File: config.mk
export PLATFORM = sky130hd
export DESIGN_NAME = keypad_matrix_debounce_top
export DESIGN_NICKNAME = d
export VERILOG_FILES = /design/src/kmd_pkg.sv /design/src/keypad_matrix_debounce_top.sv
export SDC_FILE = /design/constraint.sdc
export NUM_CORES = 1
export LEC_CHECK = 0
export BUFFER_PORTS_ARGS = -buffer_cell sky130_fd_sc_hd__buf_4
export CAP_MARGIN = 20
export CORE_MARGIN = 5
export CORE_UTILIZATION = 50
export DETAILED_ROUTE_END_ITERATION = 12
export GPL_ROUTABILITY_DRIVEN = 0
export PLACE_DENSITY = 0.81
export SKIP_LAST_GASP = 1
export SLEW_MARGIN = 20
export SYNTH_ARGS = -nofsm -noshare
export SYNTH_HDL_FRONTEND = slang
export SYNTH_SLANG_ARGS = --single-unit
File: constraint.sdc
create_clock -name clk_i -period 1.6 [get_ports clk_i]
set_input_delay 0.24 -clock clk_i [delete_from_list [all_inputs] [get_ports clk_i]]
set_output_delay 0.24 -clock clk_i [all_outputs]
set_load 0.005 [all_outputs]
File: src/kmd_pkg.sv
// Shared constants, types and the per-key debounce step for the keypad debouncer.
package kmd_pkg;

  localparam int ROWS  = 4;
  localparam int COLS  = 3;
  localparam int NKEYS = ROWS * COLS;

  localparam int ROW_W  = 2;
  localparam int COL_W  = 3;
  localparam int CODE_W = 4;

  localparam logic LVL_PRESSED  = 1'b0;
  localparam logic LVL_RELEASED = 1'b1;

  typedef enum logic [1:0] {
    ST_RELEASED     = 2'd0,
    ST_PRE_PRESSED  = 2'd1,
    ST_PRESSED      = 2'd2,
    ST_PRE_RELEASED = 2'd3
  } deb_state_e;

  // Bit 1 of the history is the older sample, bit 0 the newer one.
  function automatic deb_state_e next_state(deb_state_e st, logic [1:0] hist);
    logic both_pressed;
    logic both_released;
    deb_state_e nxt;
    both_pressed  = (hist[1] == LVL_PRESSED) && (hist[0] == LVL_PRESSED);
    both_released = (hist[1] == LVL_RELEASED) && (hist[0] == LVL_RELEASED);
    case (st)
      ST_RELEASED:     nxt = both_pressed ? ST_PRE_PRESSED : ST_RELEASED;
      ST_PRE_PRESSED:  nxt = both_pressed ? ST_PRESSED : ST_PRE_PRESSED;
      ST_PRESSED:      nxt = both_released ? ST_PRE_RELEASED : ST_PRESSED;
      ST_PRE_RELEASED: nxt = both_released ? ST_RELEASED : ST_PRE_RELEASED;
      default:         nxt = ST_RELEASED;
    endcase
    return nxt;
  endfunction

endpackage

File: src/keypad_matrix_debounce_top.sv
// Keypad row debouncer: per-key sample history, debounce machines and key-code encoder.
// Path: a row item accepted into the input register updates the debounce machines and
// has its key code written to the result register, from which it is then taken.
// Throughput: one row item per cycle; the input register and the result register
// both advance together whenever the result register is empty or being taken.
// Reset: all keys released with both history samples at the released level,
// no item in flight.
module keypad_matrix_debounce_top
  import kmd_pkg::*;
(
  input  logic              clk_i,
  input  logic              rst_ni,
  input  logic              in_valid_i,
  output logic              in_stall_o,
  input  logic [ROW_W-1:0]  row_index_i,
  input  logic [COL_W-1:0]  column_levels_i,
  output logic              out_valid_o,
  input  logic              out_stall_i,
  output logic [CODE_W-1:0] key_code_o
);

  logic              stage_valid_q;
  logic [ROW_W-1:0]  row_q;
  logic [COL_W-1:0]  levels_q;
  logic              out_valid_q;
  logic [CODE_W-1:0] code_q;
  logic [CODE_W-1:0] code_d;

  logic [1:0] hist_q [NKEYS];
  logic [1:0] hist_d [NKEYS];
  deb_state_e st_q [NKEYS];
  deb_state_e st_d [NKEYS];

  logic            out_free;
  logic            advance;
  logic            in_take;
  logic [COLS-1:0] lvl_w;

  assign out_free   = !out_valid_q || !out_stall_i;
  assign advance    = stage_valid_q && out_free;
  assign in_stall_o = stage_valid_q && !out_free;
  assign in_take    = in_valid_i && !in_stall_o;

  // Columns above the input field read as the pressed level (zero).
  assign lvl_w = COLS'(levels_q);

  always_comb begin
    code_d = '0;
    for (int r = 0; r < ROWS; r++) begin
      for (int c = 0; c < COLS; c++) begin
        hist_d[r*COLS+c] = hist_q[r*COLS+c];
        st_d[r*COLS+c]   = st_q[r*COLS+c];
        if (int'(row_q) == r) begin
          hist_d[r*COLS+c] = {hist_q[r*COLS+c][0], lvl_w[c]};
          st_d[r*COLS+c]   = next_state(st_q[r*COLS+c], hist_d[r*COLS+c]);
        end
      end
    end
    // The highest-numbered pre-released key wins.
    for (int k = 0; k < NKEYS; k++) begin
      if (st_d[k] == ST_PRE_RELEASED) begin
        code_d = CODE_W'(k + 1);
      end
    end
  end

  always_ff @(posedge clk_i or negedge rst_ni) begin
    if (!rst_ni) begin
      stage_valid_q <= 1'b0;
      out_valid_q   <= 1'b0;
      for (int k = 0; k < NKEYS; k++) begin
        hist_q[k] <= {LVL_RELEASED, LVL_RELEASED};
        st_q[k]   <= ST_RELEASED;
      end
    end else begin
      if (out_free) begin
        out_valid_q <= stage_valid_q;
      end
      if (!in_stall_o) begin
        stage_valid_q <= in_valid_i;
      end
      if (advance) begin
        for (int k = 0; k < NKEYS; k++) begin
          hist_q[k] <= hist_d[k];
          st_q[k]   <= st_d[k];
        end
      end
    end
  end

  always_ff @(posedge clk_i) begin
    if (in_take) begin
      row_q    <= row_index_i;
      levels_q <= column_levels_i;
    end
    if (advance) begin
      code_q <= code_d;
    end
  end

  assign out_valid_o = out_valid_q;
  assign key_code_o  = code_q;

  a_stall_only_when_blocked: assert property (@(posedge clk_i) disable iff (!rst_ni)
    in_stall_o |-> (out_valid_o && out_stall_i && stage_valid_q))
    else $error("input stalled while the result register could move");

  a_held_item_kept: assert property (@(posedge clk_i) disable iff (!rst_ni)
    (stage_valid_q && !out_free) |=> stage_valid_q)
    else $error("item in the input register lost while blocked");

  a_code_in_range: assert property (@(posedge clk_i) disable iff (!rst_ni)
    out_valid_o |-> ((NKEYS > 15) || (int'(key_code_o) <= NKEYS)))
    else $error("key code beyond the number of keys");

endmodule
==> impl_results.md <==
- Average size of a mapped cell: ~10 sq um
- DIE WIDTH: between 80 and 90 um
- CTS buffer count: 5
- Ys Warns: 0
- I/O Buffers: 14
- Leak Pwr: between 1 and 1.5 nW
- Relative slew margins: about two thirds
- WHS Path Cells: 1
- Slew @ Worst Pin: 0.475 ns
- WL final: between 5 and 6 mm
- I/O pins: 15
- Largest net degree at the start of global routing: 39
- Crit path time final: between 1.5 and 2 ns
- PD cells: around 1300 nW/um^2
- Area leader, netlist: dfrtp_1
- Area share of the leading cell type in the synthesized netlist: between 20% and 30%
- Hold Fails Final Rpt: 0
- Vias in the first global route: around 1900
- H-tree lvl count: 2
- Synth area leaders: dfrtp_1, dfstp_2, edfxtp_1, xnor2_1, and3_1
- Layout Skew: a little under 0.007 ns
- Synth Flop Type: dfrtp_1
- Register area: between 1000 and 1500 sq um
- Unrepaired setup endpoints after global routing: yes
- Syn nets: around 260
- Final setup vio count: 4
- Final ANT Viol Nets: 0
- All-Layer GR Usage: around 17%
- Post-DP HPWL: approximately 3.7 mm
- Synth Cell Area: between 2000 and 3000 sq um
- Die ar.: 6640 sq um
- Via count: approximately 2000
- Grt total ovfl: 0
- Drt pass-1 iters: 4
- Root Buffer: clkbuf_8
- Core area: about 5000 sq um
- First-pass GRT wire length: 8.59 mm
- Maxcap violations: 0
- Setup ws final: -0.274 ns
- Seq cells post-synth: 47
- Status: complete, but fails checks
- CP Max Fanout: 7
- Netlist cell types: 49
- Area grow syn2layout: 19.9%
- Worst reg2reg startpoint: row_q[1]
- Die Height: approximately 81 um
- Reg2reg end: key_code_o[0]
- Maximum buffer depth of the clock tree: 2
- WHS Endpoint: row_q[1]
- Failing checks: setup timing
- Asr flop ratio synth: slightly above 80%
- Antenna cells: 0
- Initial antenna violation count: 0
- Sequential element share of the synthesized area: around half
- Fmax achieved: around 530 MHz
- Routed len/inst: around 14 um
- Critical path required time: 1.76 ns
- Post-route setup TNS: -0.653 ns
- Fin nets: 307
- Tightest Hold Check Type: input port to flop
- Tcrit/Tclk final: 117%
- Fillcell total: about 430
- Cell depth of the worst flop-to-flop path: 6
- Layout cells sized above 1: 29.5%
- Reg clk slew, reported paths: approximately 0.080 ns
- Clock Latency Late Sink: around 0.29 ns
- Routed vias/inst: about 5.5
- Syn Inst Count: 253
- Max-slew violations: 0
- CTS tree: done
- Critical Path AT: 2.03 ns
- Starting Density: 50.7%
- DRC: 0
- EDFF count, synth: 9
- Commonest cells post-synth: dfrtp_1, nand2_1, inv_1, o21ai_0
- Most used standard cell by instance count after synthesis: dfrtp_1
- Multi-input logic area: 1200 sq um
- Clock sink count: 47
- R2R setup slack: -0.27 ns
- Iter 0 DRT Violations: 150
- Setup Crit Path Kind: flop to flop
- Dpl cell area: 2930 sq um
- Startpoint Class: flop
- HP Start: row_index_i[1]
- Critical Path End Type: flop
- Site Rows: 26
- Max VDD drop: between 0.0005 and 0.0006 V
- Design Area, Final: slightly above 3000 sq um
==> worst max-delay path, stage by stage (launching register included) <==
cell      delay [ns]
edfxtp_1        0.51
buf_6           0.18
nand4b_1        0.21
mux2i_2         0.21
nor2b_1         0.13
or3_1           0.37
a21oi_2         0.12
==> report_power, final <==
group          internal [mW]  leakage, nW  switching, mW  total [mW]
Sequential              1.59        0.484          0.332        1.92
Clock                  0.301       0.0383          0.366       0.668
Combinational          0.753        0.830          0.598        1.35
Total                   2.64         1.35           1.30        3.94
==> worst max path at each step <==
| stage | end | slack, ns | startpoint | depth (start not counted) |
|---|---|---|---|---|
| after floorplan | key_code_o[0] | -0.07 | hist_q[20] | 5 |
| after global routing | key_code_o[0] | -0.36 | row_q[1] | 6 |
| final | key_code_o[0] | -0.27 | row_q[1] | 6 |
| after global placement | key_code_o[0] | -0.15 | row_q[1] | 6 |
| after CTS | key_code_o[0] | -0.24 | row_q[1] | 6 |
| after detailed placement | key_code_o[0] | -0.22 | row_q[1] | 6 |
==> registers in the layout, summed over array words and instances, names as in the netlist <==
signal	flops
key_code_o	4
out_valid_o	1
stage_valid_q	1
row_q	2
st_q	24
levels_q	3
hist_q	12
==> metrics by stage <==
| stage | setup WS [ns] | hold slack, ns | util (%) | instances | total power, mW |
|---|---|---|---|---|---|
| after floorplan | -0.0711 | -0.0556 | - | 253 | 2.71 |
| after global placement | -0.153 | 0.235 | 58.1 | 358 | 3.18 |
| after detailed placement | -0.218 | 0.238 | 58.1 | 358 | 3.24 |
| after CTS | -0.237 | 0.105 | 60.0 | 366 | 3.93 |
| after global routing | -0.358 | 0.0963 | 60.8 | 368 | 4.21 |
| final | -0.274 | 0.115 | 60.8 | 368 | 3.94 |
==> cells in the final DEF, fill, tap and decap left out, drive strengths merged, types with 6 or more instances in the layout <==
master   n
nand2   22
nand3   11
inv     17
and3    15
clkbuf   7
edfxtp   9
o21ai   31
buf     50
dfrtp   26
a31oi   12
xnor2   15
dfstp   12
nor3    14
nand4b   6
==> area by class of cell <==
type	count	share of cell area (%)
clock buffers	7	2.49
inverters	17	2.08
multi-input cells	176	39.3
flip-flops and latches	47	40.3
well taps	70	2.86
repair buffers	51	12.9
==> what timing repair did <==
action | in CTS | in global routing
endpoints found under the hold margin | 26 | 0
setup buffers | 0 | 2
endpoints found under the setup margin | 8 | 5
pin swaps | 1 | 3
resized for setup | 2 | 6
hold buffers | 1 | 0
==> cell families after synthesis <==
kind of cell | after synthesis | share of synthesized area (%)
compound gates | 60 | 14.0
xor+xnor | 20 | 7.74
mux | 8 | 3.53
buf+inv | 30 | 5.44
flops | 47 | 48.4
simple gates | 88 | 21.0
==> metal layers <==
layer / vias up / GRT usage, % / share of wire (%)
met5: - / 0 / 0
met2: 33 / 26.3 / 48
met1: 971 / 22.9 / 47
met3: 6 / 3.84 / 4.0
met4: 0 / 4.56 / 1.1
li1: 996 / - / -
Note: power is estimated with default switching activity, not from simulation.
